File: src/rtl/jdg_pkg.sv
// ----------------------------------------------------------------------------
// jdg_pkg
// Shared types and constants for the Julian day to Gregorian date converter.
// ----------------------------------------------------------------------------
`timescale 1ns / 1ps

package jdg_pkg;

  // pipeline depth, stage 1 takes the input, stage NSTG is the output register
  localparam int unsigned NSTG    = 17;
  // stage at which the time of day is complete
  localparam int unsigned TOD_STG = 7;

  localparam int unsigned HALF_DAY_MS  = 43200000;
  localparam int unsigned HOUR_MS      = 3600000;
  localparam int unsigned MINUTE_MS    = 60000;
  localparam int unsigned DAYS_4CENT   = 146097;
  localparam int unsigned DAYS_4YEAR   = 1461;
  localparam int unsigned MONTH_SPAN   = 153;
  localparam int unsigned DAY_SPAN     = 5;

  // 4 * (julian_day - 1721119) - 1 folds to 4 * julian_day - 6884477
  localparam logic signed [26:0] X1_BIAS = 27'sd6884477;

  // truncated reciprocals, each estimate is low by at most one
  localparam logic [7:0] REC_CENT  = 8'((2 ** 25) / DAYS_4CENT);
  localparam logic [7:0] REC_YEAR  = 8'((2 ** 18) / DAYS_4YEAR);
  localparam logic [3:0] REC_MONTH = 4'((2 ** 11) / MONTH_SPAN);
  localparam logic [5:0] REC_DAY   = 6'((2 ** 8) / DAY_SPAN);
  localparam logic [5:0] REC_HOUR  = 6'((2 ** 27) / HOUR_MS);
  localparam logic [6:0] REC_MIN   = 7'((2 ** 22) / MINUTE_MS);

  typedef struct packed {
    logic [22:0] julian_day;
    logic [26:0] day_fraction_ms;
  } jdg_in_t;

  typedef struct packed {
    logic [13:0] year;
    logic [3:0]  month;
    logic [4:0]  day_of_month;
    logic [4:0]  hour;
    logic [5:0]  minute;
    logic [15:0] second_ms;
  } jdg_out_t;

  typedef struct packed {
    logic [13:0] year;
    logic [3:0]  month;
    logic [4:0]  day_of_month;
  } jdg_date_t;

  typedef struct packed {
    logic [4:0]  hour;
    logic [5:0]  minute;
    logic [15:0] second_ms;
  } jdg_tod_t;

  typedef struct packed {
    logic [NSTG:1] en;
  } jdg_ctl_t;

endpackage

File: src/rtl/jdg_ctrl.sv
// ----------------------------------------------------------------------------
// jdg_ctrl
// Valid bits and per-stage load enables of the conversion pipeline.
// ----------------------------------------------------------------------------
`timescale 1ns / 1ps

module jdg_ctrl (
  input  logic              clk_i,
  input  logic              rst_ni,
  input  logic              valid_i,
  output logic              stall_o,
  output logic              valid_o,
  input  logic              stall_i,
  output jdg_pkg::jdg_ctl_t ctl_o
);
  import jdg_pkg::*;

  logic [NSTG:1] v_q, v_d;
  logic [NSTG:1] en;
  logic [NSTG:1] hole;
  logic [NSTG:1] v_prev;

  // a stage loads when the output moves or a bubble sits at or above it
  always_comb begin
    hole = ~v_q;
    for (int k = 1; k <= NSTG; k++) begin
      en[k] = !stall_i || (|(hole >> (k - 1)));
    end
  end

  always_comb begin
    v_prev = {v_q[NSTG-1:1], valid_i};
    v_d    = (en & v_prev) | (~en & v_q);
  end

  always_ff @(posedge clk_i or negedge rst_ni) begin
    if (!rst_ni) begin
      v_q <= '0;
    end else begin
      v_q <= v_d;
    end
  end

  assign ctl_o.en = en;
  assign stall_o  = !en[1];
  assign valid_o  = v_q[NSTG];

  a_stall_full: assert property (@(posedge clk_i) disable iff (!rst_ni)
    stall_o |-> (stall_i && (&v_q)))
    else $error("input stalled while pipeline has a bubble");

  a_enter: assert property (@(posedge clk_i) disable iff (!rst_ni)
    (valid_i && !stall_o) |=> v_q[1])
    else $error("accepted transaction missing from first stage");

  a_count: assert property (@(posedge clk_i) disable iff (!rst_ni)
    1'b1 |=> ($countones(v_q) == $past($countones(v_q))
                                + ($past(valid_i && !stall_o) ? 1 : 0)
                                - ($past(valid_o && !stall_i) ? 1 : 0)))
    else $error("transaction lost or duplicated in pipeline");

endmodule

File: src/rtl/jdg_date_pipe.sv
// ----------------------------------------------------------------------------
// jdg_date_pipe
// Day number to year, month and day through four pipelined signed
// divisions by constants.
// ----------------------------------------------------------------------------
`timescale 1ns / 1ps

module jdg_date_pipe (
  input  logic               clk_i,
  input  jdg_pkg::jdg_ctl_t  ctl_i,
  input  jdg_pkg::jdg_in_t   in_item_i,
  output jdg_pkg::jdg_date_t date_o
);
  import jdg_pkg::*;

  // stage 1
  logic               carry;
  logic signed [26:0] x1_d, x1_q;
  // stage 2
  logic [24:0] a1_d, a1_q2;
  logic        n1_q2;
  // stage 3
  logic [32:0] p1;
  logic [24:0] a1_q3;
  logic [7:0]  q1e_q3;
  logic        n1_q3;
  // stage 4
  logic [25:0] t4;
  logic [18:0] r1e_q4;
  logic [7:0]  q1e_q4;
  logic        n1_q4;
  // stage 5
  logic               fix5;
  logic [7:0]         q1;
  logic [18:0]        r1u;
  logic signed [8:0]  qs5;
  logic signed [18:0] rs5;
  logic signed [8:0]  cent_q;
  logic signed [18:0] r1_q;
  // stage 6
  logic signed [18:0] r1adj, t6;
  logic signed [18:0] x2;
  logic [17:0]        a2_d, a2_q6;
  logic               n2_q6;
  logic [13:0]        c100_d, c100_q6;
  // stage 7
  logic [24:0] p2;
  logic [17:0] a2_q7;
  logic [6:0]  q2e_q7;
  logic        n2_q7;
  logic [13:0] c100_q7;
  // stage 8
  logic [17:0] t8;
  logic [11:0] r2e_q8;
  logic [6:0]  q2e_q8;
  logic        n2_q8;
  logic [13:0] c100_q8;
  // stage 9
  logic               fix9;
  logic [6:0]         q2;
  logic [11:0]        r2u;
  logic signed [7:0]  qs9;
  logic signed [11:0] rs9;
  logic signed [7:0]  yr_q;
  logic signed [11:0] r2_q;
  logic [13:0]        c100_q9;
  // stage 10
  logic signed [11:0] s10, s10a, dd3, x3;
  logic [10:0]        a3_d, a3_q10;
  logic               n3_q10;
  logic [13:0]        ysum_d, ysum_q10;
  // stage 11
  logic [14:0] p3;
  logic [10:0] a3_q11;
  logic [3:0]  q3e_q11;
  logic        n3_q11;
  logic [13:0] ysum_q11;
  // stage 12
  logic [10:0] t12;
  logic [8:0]  r3e_q12;
  logic [3:0]  q3e_q12;
  logic        n3_q12;
  logic [13:0] ysum_q12;
  // stage 13
  logic              fix13;
  logic [3:0]        q3;
  logic [8:0]        r3u;
  logic signed [4:0] qs13;
  logic signed [8:0] rs13;
  logic signed [4:0] mm_q;
  logic signed [8:0] r3_q;
  logic [13:0]       ysum_q13;
  // stage 14
  logic signed [8:0] x4;
  logic [7:0]        a4_d, a4_q14;
  logic              n4_q14;
  logic              late;
  logic [3:0]        month_d, month_q14;
  logic [13:0]       year_d, year_q14;
  // stage 15
  logic [12:0] p4;
  logic [7:0]  a4_q15;
  logic [4:0]  q4e_q15;
  logic        n4_q15;
  logic [3:0]  month_q15;
  logic [13:0] year_q15;
  // stage 16
  logic [7:0]  t16;
  logic [3:0]  r4e_q16;
  logic [4:0]  q4e_q16;
  logic        n4_q16;
  logic [3:0]  month_q16;
  logic [13:0] year_q16;
  // stage 17
  logic [4:0]  q4;
  logic [4:0]  dd_d;
  jdg_date_t   date_q;

  // half-day shift and century dividend
  always_comb begin
    carry = in_item_i.day_fraction_ms >= 27'(HALF_DAY_MS);
    x1_d  = $signed({2'b00, in_item_i.julian_day, 2'b00})
          + $signed({24'd0, carry, 2'b00}) - X1_BIAS;
  end

  always_ff @(posedge clk_i) begin
    if (ctl_i.en[1]) begin
      x1_q <= x1_d;
    end
  end

  assign a1_d = x1_q[26] ? 25'(-x1_q) : x1_q[24:0];

  always_ff @(posedge clk_i) begin
    if (ctl_i.en[2]) begin
      a1_q2 <= a1_d;
      n1_q2 <= x1_q[26];
    end
  end

  assign p1 = 33'(a1_q2) * 33'(REC_CENT);

  always_ff @(posedge clk_i) begin
    if (ctl_i.en[3]) begin
      a1_q3  <= a1_q2;
      q1e_q3 <= p1[32:25];
      n1_q3  <= n1_q2;
    end
  end

  assign t4 = 26'(a1_q3) - 26'(q1e_q3) * 26'(DAYS_4CENT);

  always_ff @(posedge clk_i) begin
    if (ctl_i.en[4]) begin
      r1e_q4 <= t4[18:0];
      q1e_q4 <= q1e_q3;
      n1_q4  <= n1_q3;
    end
  end

  always_comb begin
    fix5 = r1e_q4 >= 19'(DAYS_4CENT);
    q1   = fix5 ? q1e_q4 + 8'd1 : q1e_q4;
    r1u  = fix5 ? r1e_q4 - 19'(DAYS_4CENT) : r1e_q4;
    qs5  = $signed({1'b0, q1});
    rs5  = $signed(r1u);
  end

  always_ff @(posedge clk_i) begin
    if (ctl_i.en[5]) begin
      cent_q <= n1_q4 ? -qs5 : qs5;
      r1_q   <= n1_q4 ? -rs5 : rs5;
    end
  end

  // year-in-century dividend, 4 * trunc(r / 4) + 3
  always_comb begin
    r1adj  = r1_q + (r1_q[18] ? 19'sd3 : 19'sd0);
    t6     = r1adj >>> 2;
    x2     = $signed({t6[16:0], 2'b11});
    a2_d   = x2[18] ? 18'(-x2) : x2[17:0];
    c100_d = 14'({{5{cent_q[8]}}, cent_q} * 14'd100);
  end

  always_ff @(posedge clk_i) begin
    if (ctl_i.en[6]) begin
      a2_q6   <= a2_d;
      n2_q6   <= x2[18];
      c100_q6 <= c100_d;
    end
  end

  assign p2 = 25'(a2_q6) * 25'(REC_YEAR);

  always_ff @(posedge clk_i) begin
    if (ctl_i.en[7]) begin
      a2_q7   <= a2_q6;
      q2e_q7  <= p2[24:18];
      n2_q7   <= n2_q6;
      c100_q7 <= c100_q6;
    end
  end

  assign t8 = a2_q7 - 18'(q2e_q7) * 18'(DAYS_4YEAR);

  always_ff @(posedge clk_i) begin
    if (ctl_i.en[8]) begin
      r2e_q8  <= t8[11:0];
      q2e_q8  <= q2e_q7;
      n2_q8   <= n2_q7;
      c100_q8 <= c100_q7;
    end
  end

  always_comb begin
    fix9 = r2e_q8 >= 12'(DAYS_4YEAR);
    q2   = fix9 ? q2e_q8 + 7'd1 : q2e_q8;
    r2u  = fix9 ? r2e_q8 - 12'(DAYS_4YEAR) : r2e_q8;
    qs9  = $signed({1'b0, q2});
    rs9  = $signed(r2u);
  end

  always_ff @(posedge clk_i) begin
    if (ctl_i.en[9]) begin
      yr_q    <= n2_q8 ? -qs9 : qs9;
      r2_q    <= n2_q8 ? -rs9 : rs9;
      c100_q9 <= c100_q8;
    end
  end

  // month dividend, 5 * trunc((r + 4) / 4) - 3
  always_comb begin
    s10    = r2_q + 12'sd4;
    s10a   = s10 + (s10[11] ? 12'sd3 : 12'sd0);
    dd3    = s10a >>> 2;
    x3     = (dd3 <<< 2) + dd3 - 12'sd3;
    a3_d   = x3[11] ? 11'(-x3) : x3[10:0];
    ysum_d = c100_q9 + {{6{yr_q[7]}}, yr_q};
  end

  always_ff @(posedge clk_i) begin
    if (ctl_i.en[10]) begin
      a3_q10   <= a3_d;
      n3_q10   <= x3[11];
      ysum_q10 <= ysum_d;
    end
  end

  assign p3 = 15'(a3_q10) * 15'(REC_MONTH);

  always_ff @(posedge clk_i) begin
    if (ctl_i.en[11]) begin
      a3_q11   <= a3_q10;
      q3e_q11  <= p3[14:11];
      n3_q11   <= n3_q10;
      ysum_q11 <= ysum_q10;
    end
  end

  assign t12 = a3_q11 - 11'(q3e_q11) * 11'(MONTH_SPAN);

  always_ff @(posedge clk_i) begin
    if (ctl_i.en[12]) begin
      r3e_q12  <= t12[8:0];
      q3e_q12  <= q3e_q11;
      n3_q12   <= n3_q11;
      ysum_q12 <= ysum_q11;
    end
  end

  always_comb begin
    fix13 = r3e_q12 >= 9'(MONTH_SPAN);
    q3    = fix13 ? q3e_q12 + 4'd1 : q3e_q12;
    r3u   = fix13 ? r3e_q12 - 9'(MONTH_SPAN) : r3e_q12;
    qs13  = $signed({1'b0, q3});
    rs13  = $signed(r3u);
  end

  always_ff @(posedge clk_i) begin
    if (ctl_i.en[13]) begin
      mm_q     <= n3_q12 ? -qs13 : qs13;
      r3_q     <= n3_q12 ? -rs13 : rs13;
      ysum_q13 <= ysum_q12;
    end
  end

  // day dividend and march-based month folded to january-based
  always_comb begin
    x4      = r3_q + 9'sd5;
    a4_d    = x4[8] ? 8'(-x4) : x4[7:0];
    late    = mm_q >= 5'sd10;
    month_d = late ? 4'(mm_q - 5'sd9) : 4'(mm_q + 5'sd3);
    year_d  = ysum_q13 + {13'd0, late};
  end

  always_ff @(posedge clk_i) begin
    if (ctl_i.en[14]) begin
      a4_q14    <= a4_d;
      n4_q14    <= x4[8];
      month_q14 <= month_d;
      year_q14  <= year_d;
    end
  end

  assign p4 = 13'(a4_q14) * 13'(REC_DAY);

  always_ff @(posedge clk_i) begin
    if (ctl_i.en[15]) begin
      a4_q15    <= a4_q14;
      q4e_q15   <= p4[12:8];
      n4_q15    <= n4_q14;
      month_q15 <= month_q14;
      year_q15  <= year_q14;
    end
  end

  assign t16 = a4_q15 - 8'(q4e_q15) * 8'(DAY_SPAN);

  always_ff @(posedge clk_i) begin
    if (ctl_i.en[16]) begin
      r4e_q16   <= t16[3:0];
      q4e_q16   <= q4e_q15;
      n4_q16    <= n4_q15;
      month_q16 <= month_q15;
      year_q16  <= year_q15;
    end
  end

  always_comb begin
    q4   = (r4e_q16 >= 4'(DAY_SPAN)) ? q4e_q16 + 5'd1 : q4e_q16;
    dd_d = n4_q16 ? 5'(-q4) : q4;
  end

  always_ff @(posedge clk_i) begin
    if (ctl_i.en[17]) begin
      date_q.year         <= year_q16;
      date_q.month        <= month_q16;
      date_q.day_of_month <= dd_d;
    end
  end

  assign date_o = date_q;

endmodule

File: src/rtl/jdg_time_pipe.sv
// ----------------------------------------------------------------------------
// jdg_time_pipe
// Day fraction to hour, minute and milliseconds, delayed to line up with
// the date.
// ----------------------------------------------------------------------------
`timescale 1ns / 1ps

module jdg_time_pipe (
  input  logic              clk_i,
  input  jdg_pkg::jdg_ctl_t ctl_i,
  input  logic [26:0]       day_fraction_ms_i,
  output jdg_pkg::jdg_tod_t tod_o
);
  import jdg_pkg::*;

  logic        carry;
  logic [26:0] fa_d, fa_q1, fa_q2;
  logic [31:0] ph;
  logic [4:0]  hqe_q2, hqe_q3;
  logic [26:0] t3;
  logic [22:0] re_q3;
  logic        fixh;
  logic [4:0]  hr_d, hr_q4, hr_q5, hr_q6;
  logic [21:0] rem_d, rem_q4, rem_q5;
  logic [27:0] pm;
  logic [5:0]  mqe_q5, mqe_q6;
  logic [21:0] t6;
  logic [16:0] re2_q6;
  logic        fixm;
  jdg_tod_t    tod_d;
  jdg_tod_t    tod_q [TOD_STG:NSTG];

  // shift the start of the day from noon to midnight
  always_comb begin
    carry = day_fraction_ms_i >= 27'(HALF_DAY_MS);
    fa_d  = carry ? day_fraction_ms_i - 27'(HALF_DAY_MS)
                  : day_fraction_ms_i + 27'(HALF_DAY_MS);
  end

  always_ff @(posedge clk_i) begin
    if (ctl_i.en[1]) begin
      fa_q1 <= fa_d;
    end
  end

  assign ph = 32'(fa_q1) * 32'(REC_HOUR);

  always_ff @(posedge clk_i) begin
    if (ctl_i.en[2]) begin
      fa_q2  <= fa_q1;
      hqe_q2 <= ph[31:27];
    end
  end

  assign t3 = fa_q2 - 27'(hqe_q2) * 27'(HOUR_MS);

  always_ff @(posedge clk_i) begin
    if (ctl_i.en[3]) begin
      re_q3  <= t3[22:0];
      hqe_q3 <= hqe_q2;
    end
  end

  always_comb begin
    fixh  = re_q3 >= 23'(HOUR_MS);
    hr_d  = fixh ? hqe_q3 + 5'd1 : hqe_q3;
    rem_d = fixh ? 22'(re_q3 - 23'(HOUR_MS)) : re_q3[21:0];
  end

  always_ff @(posedge clk_i) begin
    if (ctl_i.en[4]) begin
      hr_q4  <= hr_d;
      rem_q4 <= rem_d;
    end
  end

  assign pm = 28'(rem_q4) * 28'(REC_MIN);

  always_ff @(posedge clk_i) begin
    if (ctl_i.en[5]) begin
      hr_q5  <= hr_q4;
      rem_q5 <= rem_q4;
      mqe_q5 <= pm[27:22];
    end
  end

  assign t6 = rem_q5 - 22'(mqe_q5) * 22'(MINUTE_MS);

  always_ff @(posedge clk_i) begin
    if (ctl_i.en[6]) begin
      hr_q6  <= hr_q5;
      mqe_q6 <= mqe_q5;
      re2_q6 <= t6[16:0];
    end
  end

  always_comb begin
    fixm            = re2_q6 >= 17'(MINUTE_MS);
    tod_d.hour      = hr_q6;
    tod_d.minute    = fixm ? mqe_q6 + 6'd1 : mqe_q6;
    tod_d.second_ms = fixm ? 16'(re2_q6 - 17'(MINUTE_MS)) : re2_q6[15:0];
  end

  always_ff @(posedge clk_i) begin
    if (ctl_i.en[TOD_STG]) begin
      tod_q[TOD_STG] <= tod_d;
    end
  end

  for (genvar k = TOD_STG + 1; k <= NSTG; k++) begin : g_delay
    always_ff @(posedge clk_i) begin
      if (ctl_i.en[k]) begin
        tod_q[k] <= tod_q[k-1];
      end
    end
  end

  assign tod_o = tod_q[NSTG];

endmodule

File: src/rtl/julian_day_to_gregorian_date.sv
// ----------------------------------------------------------------------------
// julian_day_to_gregorian_date
// An accepted transaction passes through 17 register stages before its result
// can be taken at the output.
// Throughput: one transaction per cycle unless the output stalls; every stage advances when the output moves.
// Empty stages fill while the output is stalled; input stalls only when full.
// Reset clears all stage valid bits; the data registers are not reset.
// ----------------------------------------------------------------------------
`timescale 1ns / 1ps

module julian_day_to_gregorian_date (
  input  logic              clk_i,
  input  logic              rst_ni,
  input  logic              valid_i,
  output logic              stall_o,
  input  jdg_pkg::jdg_in_t  in_item_i,
  output logic              valid_o,
  input  logic              stall_i,
  output jdg_pkg::jdg_out_t out_item_o
);
  import jdg_pkg::*;

  jdg_ctl_t  ctl;
  jdg_date_t date;
  jdg_tod_t  tod;

  jdg_ctrl u_ctrl (
    .clk_i   (clk_i),
    .rst_ni  (rst_ni),
    .valid_i (valid_i),
    .stall_o (stall_o),
    .valid_o (valid_o),
    .stall_i (stall_i),
    .ctl_o   (ctl)
  );

  jdg_date_pipe u_date (
    .clk_i     (clk_i),
    .ctl_i     (ctl),
    .in_item_i (in_item_i),
    .date_o    (date)
  );

  jdg_time_pipe u_time (
    .clk_i             (clk_i),
    .ctl_i             (ctl),
    .day_fraction_ms_i (in_item_i.day_fraction_ms),
    .tod_o             (tod)
  );

  always_comb begin
    out_item_o.year         = date.year;
    out_item_o.month        = date.month;
    out_item_o.day_of_month = date.day_of_month;
    out_item_o.hour         = tod.hour;
    out_item_o.minute       = tod.minute;
    out_item_o.second_ms    = tod.second_ms;
  end

endmodule
File: config.mk
export PLATFORM = sky130hd
export DESIGN_NAME = julian_day_to_gregorian_date
export DESIGN_NICKNAME = d
export VERILOG_FILES = /design/src/rtl/jdg_pkg.sv /design/src/rtl/jdg_ctrl.sv /design/src/rtl/jdg_date_pipe.sv /design/src/rtl/jdg_time_pipe.sv /design/src/rtl/julian_day_to_gregorian_date.sv
export SDC_FILE = /design/constraint.sdc
export NUM_CORES = 2
export LEC_CHECK = 0
export BUFFER_PORTS_ARGS = -buffer_cell sky130_fd_sc_hd__buf_4
export CORE_MARGIN = 2
export CORE_UTILIZATION = 29
export CTS_BUF_LIST = sky130_fd_sc_hd__clkbuf_4
export DETAILED_ROUTE_END_ITERATION = 8
export SLEW_MARGIN = 10
export SYNTH_ARGS = -nofsm -noshare
export SYNTH_HDL_FRONTEND = slang
export SYNTH_HIERARCHICAL = 1
export SYNTH_SLANG_ARGS = --single-unit
File: constraint.sdc
create_clock -name clk_i -period 6 [get_ports clk_i]
set_input_delay 0.3 -clock clk_i [delete_from_list [all_inputs] [get_ports clk_i]]
set_output_delay 0.3 -clock clk_i [all_outputs]
set_load 0.01 [all_outputs]
Word level (Yosys, flattened, before mapping)
Memory sizes are Yosys's and may differ from the RTL's.
Cells that the tools add are included.
- register bits: 663
- RAM bits: 297
- bits of input ports: 54
- output and inout port bits: 52
- word-level logic and storage cells: 226
- memories: 1
- memories (name ; depth ; bits a word ; read ports ; clocked after memory_dff ; wr ports ; line ; text):
    u_time.tod_q ; 11 ; 27 ; 11 ; 0 ; 11 ; jdg_time_pipe.sv:31 ; jdg_tod_t tod_q [TOD_STG:NSTG];
- $add $sub $neg: 42
- multiply operators: 13
- magnitude comparators: 8
- mux-type cells: 48
- bitwise operators: 5
- reductions and logical operators: 35
- operator list (kind ; count):
    $mux 19 ; 2
    $and 17x17->17 ; 2
    $not 17->17 ; 2
    $mul 25x8->33 const B ; 1
    $mul 27x6->32 const B ; 1
    $mul 22x7->28 const B ; 1
    $add 27x26->27 const B ; 1
    $ge 27x26->1 const B ; 1
    $mux 27 ; 1
    $sub 27x24->27 const B ; 1
    $sub 27x26->27 const B ; 1
    $add 25x3->26 ; 1
    $mul 18x8->25 const B ; 1
    $mux 25 ; 1
    $neg 25->25 ; 1
    $mux 12 ; 2
    $mux 8 ; 3
    $ge 23x22->1 const B ; 1
    $sub 23x23->23 ; 1
    $mux 1 ; 22
    $mux 22 ; 1
    $sub 22x22->22 const B ; 1
    $add 19x3->19 ; 1
    $ge 19x18->1 const B ; 1
    other kinds (75) ; 100

Depth between registers and ports, before layout
- word-level depth: 7
- mapped depth: 25
- depth with buffers taken out: 23

Modules after synthesis
Netlist, hierarchy kept.
- modules (own cells, without submodules) (module ; instances ; cells each ; area an instance (µm²) ; sequential area each (µm²)):
    jdg_date_pipe ; 1 ; 2619 ; 31851.8 ; 14203.6
    jdg_time_pipe ; 1 ; 1571 ; 22499.1 ; 13903.3
    jdg_ctrl ; 1 ; 66 ; 748.2 ; 425.4

Worst setup path after synthesis
No wires, ideal clock.
- kind: register -> register
- from: reg u_date.r2_q[2]
- to: reg u_date.a3_q10[10] (data pin)
- setup time: 258 ps
- arrival time: 4895 ps
- data required time: 5742 ps
- slack: 848 ps
- stages on the path, launching flop included: 25
- clock period less this slack: 5152 ps
- cell sequence: edfxtp_1 -> clkbuf_1 -> nand4_1 -> nor3_1 -> xor2_1 -> ha_1 -> a31oi_1 -> nand2b_1 -> nor2_1 -> a22o_1 -> and3_1 -> xnor2_1 -> ha_1 -> inv_1 -> ha_1 -> nand2_1 -> o21ai_0 -> o41ai_1 -> o21bai_1 -> a21oi_1 -> xnor2_1 -> clkbuf_1 -> o41ai_1 -> xor2_1 -> xnor2_1
- elaborated cells on any way between the ends: 7
- classes of those cells: add/sub: 5; mux: 2
- RTL lines (what ; line ; text):
    start, declared ; jdg_date_pipe.sv:65 ; logic signed [11:0] r2_q;
    start signal, assigned ; jdg_date_pipe.sv:226 ; r2_q <= n2_q8 ? -rs9 : rs9;
    $add 12x4->12 * ; jdg_date_pipe.sv:233 ; s10 = r2_q + 12'sd4;
    $mux 2 ; jdg_date_pipe.sv:234 ; s10a = s10 + (s10[11] ? 12'sd3 : 12'sd0);
    $add 12x3->12 * ; jdg_date_pipe.sv:234 ;
    $add 12x10->12 * ; jdg_date_pipe.sv:236 ; x3 = (dd3 <<< 2) + dd3 - 12'sd3;
    $sub 12x3->12 * ; jdg_date_pipe.sv:236 ;
    via u_date.x3[11] ; jdg_date_pipe.sv:68 ; logic signed [11:0] s10, s10a, dd3, x3;
    $mux 11 * ; jdg_date_pipe.sv:237 ; a3_d = x3[11] ? 11'(-x3) : x3[10:0];
    via u_date.a3_d[10] ; jdg_date_pipe.sv:69 ; logic [10:0] a3_d, a3_q10;
    end signal, assigned ; jdg_date_pipe.sv:243 ; a3_q10 <= a3_d;
    end, declared ; jdg_date_pipe.sv:69 ;
The timed path passes the listed nets; every way through them passes the cells marked *.
A chain may end at the register's enable or synchronous reset.

Worst setup path after layout
- from: reg u_date.r2_q[2]
- to: reg u_date.a3_q10[10] (data pin)
- longest elaborated chain between the ends: 7
- ends and longest elaborated chain (what ; line):
    $add 12x4->12 * ; jdg_date_pipe.sv:233
    $mux 2 ; jdg_date_pipe.sv:234
    $add 12x3->12 * ; jdg_date_pipe.sv:234
    $add 12x10->12 * ; jdg_date_pipe.sv:236
    $sub 12x3->12 * ; jdg_date_pipe.sv:236
    $neg 11->11 ; jdg_date_pipe.sv:237
    $mux 11 * ; jdg_date_pipe.sv:237
    via u_date.a3_d[10] ; jdg_date_pipe.sv:69
Marks and branches as above.

==> key figures <==
Clock network
  – TritonCTS clock tree: built
  – H-tree depth: 4
  – Root Driver: clkbuf_4
  – Max Root-Sink Buffers: 3
  – Setup repair bufs after CTS: 0
  – Clk sinks: 953
  – Reg clk slew, reported paths: 60 ps
  – CTS Buf Count: 223
  – Clk_lat worst skew: 1130 ps

Timing
  – Rel. slew slack: 0.223
  – RSZ-0062 raised after global routing: false
  – Period utilisation layout: 0.913
  – Max Slew Vio Count: 0
  – Final setup viols: 0
  – Final hold viol count: 0
  – Clk_skew: 80.1 ps
  – Worst Tran Pin Value: 1160 ps
  – Min Tclk post-route: 5480 ps
  – FMAX: 0.183 GHz
  – TNS Setup: 0 ps

Cells and area
  – Syn-to-layout area delta: 14.6%
  – Nets: 5,579
  – Most frequent cells in the layout: edfxtp_1 (936), inv_1 (670), ha_1 (606)
  – Most common cell after layout, fill and taps aside: edfxtp_1
  – Layout cells sized above 1: 0.112
  – Fill count: 18,600

Synth
  – Post-synth ARST share: 0.0178
  – Post-synthesis cell type count: 91
  – Dominant synthesized flop cell: edfxtp_1
  – Post-Syn Nets: 5,161
  – Mean Syn Cell Area: 12.9 um2
  – Synthesized area: 0.0551 mm2
  – YS warnings: 6
  – Number of flops mapped to enable cells by yosys: 936
  – Syn Inst Count: 4,256
  – #FFs+latches synth: 953
  – Sequential area share after synthesis: 0.518

Setup path
  – Startpoint Class: register
  – Crit path capture type: register
  – Worst Path Required: 6850 ps
  – Critical path type: reg2reg
  – CP max FO: 11
  – Buf/Inv on CP: 2
  – Worst R2R Path Depth: 23
  – Crit-path max cell delay: 530 ps
  – Arr. time, crit path: 6330 ps
  – CP top delay family: compound AO/OA/AOI/OAI gates
  – Critical Path Stages: 23
  – Critical path's slowest cell: edfxtp_1
  – CP Cell Sequence: nand4_1, nor3_1, xor2_1, ha_1, a31oi_1, nand2b_1, nor2_1, a22o_1, and3_1, xnor2_1, ha_1, inv_1, ha_1, nand2_1, o21ai_0, o41ai_1, o21bai_1, a21oi_1, xnor2_1, buf_4, o41ai_1, xor2_1, xnor2_1

GRT
  – Total Routing Usage GR: 0.0940
  – Vias in the first global route: 32,400
  – Total grt overflow: 0
  – First-pass GRT wire length: 152,000 um
  – Initial antenna violation count: 2
  – Pin count of the biggest net entering global routing: 60

Placement
  – DP HPWL: 65,700 um
  – Routability cong.: 0.817
  – I/O Buffers: 105

Floorplan
  – Initial Util: 0.293
  – Die width: 440 um
  – Die Y: 440 um
  – DIE AREA: 0.193 mm2
  – I/O pin cnt: 106
  – Core Rows: 159
  – Core area: 0.188 mm2

Route
  – Via count: 31,200
  – Wire length per cell: 12.1 um
  – Routed Antenna Nets: 0
  – Residual DRC: 0
  – Vias per std cell: 4.25
  – Initial DRC Count: 1,033
  – Final WL: 89,100 um
  – Drt first pass iters: 5

Status
  – Result of the run: complete, no violations

Min path
  – Hold WC Path Type: in2reg
  – Hold Path Stages: 4

Run
  – Max-cap viol count: 0
[final timing paths]
check                                             startpoint                      endpoint  slack, ps
worst max register to register      u_date/r2_q[2]$_DFFE_PP_   u_date/a3_q10[10]$_DFFE_PP_        520
worst max-delay path                u_date/r2_q[2]$_DFFE_PP_   u_date/a3_q10[10]$_DFFE_PP_        520
worst min register to register  u_date/ysum_q10[3]$_DFFE_PP_  u_date/ysum_q11[3]$_DFFE_PP_        380
max in group asynchronous                             rst_ni                     async pin       5020
worst min-delay path                           in_item_i[41]     u_date/x1_q[18]$_DFFE_PP_        210
min in group asynchronous                             rst_ni                     async pin        430
[worst reg2reg max path, delay by kind of cell (launching register included)]
| kind | cells | cell delay, ps |
|---|---|---|
| AOI/OAI and AO/OA | 7 | 1510 |
| DFF | 1 | 530 |
| buffers and inverters | 2 | 230 |
| xor gates and xnor gates | 5 | 910 |
| adders and majority gates | 3 | 950 |
| and+or+nand+nor | 6 | 1070 |
[synthesized netlist by cell type (28+ instances only)]
cell type,count,area share
edfxtp_1,936,0.51
inv_1,673,0.046
ha_1,606,0.14
xnor2_1,319,0.051
fa_1,245,0.089
nand2_1,189,0.013
nor2_1,165,0.011
xor2_1,135,0.021
a21oi_1,130,0.012
o21ai_0,113,0.010
nand3_1,71,0.0064
a21o_1,56,0.0076
nand2b_1,48,0.0054
nor3_1,43,0.0039
clkbuf_1,37,0.0025
nand4_1,37,0.0042
nor2b_1,32,0.0036
buf_4,31,0.0042
and3_1,28,0.0032
[sequential cells by signal (all words and copies together) (netlist names), 18 cells and up, named ones only]
register and flops:
u_date/a1_q3 18, u_time/re_q3 23, u_date/a1_q2 24, u_time/tod_q 297, u_time/fa_q1 27, u_date/r1_q 19, u_date/x1_q 24, u_time/rem_q4 22
u_date/date_o 23, u_date/r1e_q4 19, u_time/fa_q2 23
[per-layer routing]
| layer | share of wire | GRT usage | up-vias | wire (um) |
|---|---|---|---|---|
| li1 | - | - | 15800 | - |
| met1 | 0.46 | 0.115 | 14800 | 40700 |
| met2 | 0.48 | 0.162 | 472 | 43200 |
| met3 | 0.034 | 0.0188 | 160 | 3070 |
| met4 | 0.024 | 0.0378 | 0 | 2130 |
| met5 | 0 | 0 | - | 0 |
[kinds of logic (layout without fill, tap and decap cells)]
family          Yosys count  after routing  share of synthesized area
xor+xnor                456            456                     0.0728
flops                   953            953                      0.518
mux                      16             16                    0.00302
simple gates            697            697                     0.0627
other cells               0              5                          0
buf+inv                 752           1346                     0.0542
compound gates          531            531                     0.0628
fa+ha+maj               851            851                      0.227
[metrics by stage]
| step | instance area, um2 | cells | utilization | worst slack, ps | hold slack [ps] |
|---|---|---|---|---|---|
| final | 63100 | 7350 | 0.335 | 522 | 212 |
| after global routing | 63100 | 7350 | 0.335 | 94.2 | 122 |
| after CTS | 63100 | 7345 | 0.335 | 533 | 13.8 |
| after detailed placement | 58800 | 6801 | 0.312 | 582 | 197 |
| after global placement | 58800 | 6801 | 0.312 | 717 | 191 |
| after floorplan | 55100 | 4256 | - | 848 | 4.41 |
[cell type report]
type                       count  area [um2]  area share
inverter                     674        2530      0.0401
tap                         2495        3120      0.0494
timing repair buffer         271        2390      0.0379
sequential                   953       28500       0.452
clock inverter                73         464     0.00735
multi-input combinational   2551       23600       0.374
antenna                        5        12.5    0.000198
clock buffer                 328        2460      0.0390
[what timing repair did]
item	4_1_cts	5_1_grt
gates resized for setup	0	0
hold buffers	143	0
hold endpoints to repair	127	0
Power is left out: the tool's default activity adds up to more than one toggle a clock period on the data nets, which glitch-free logic cannot reach.
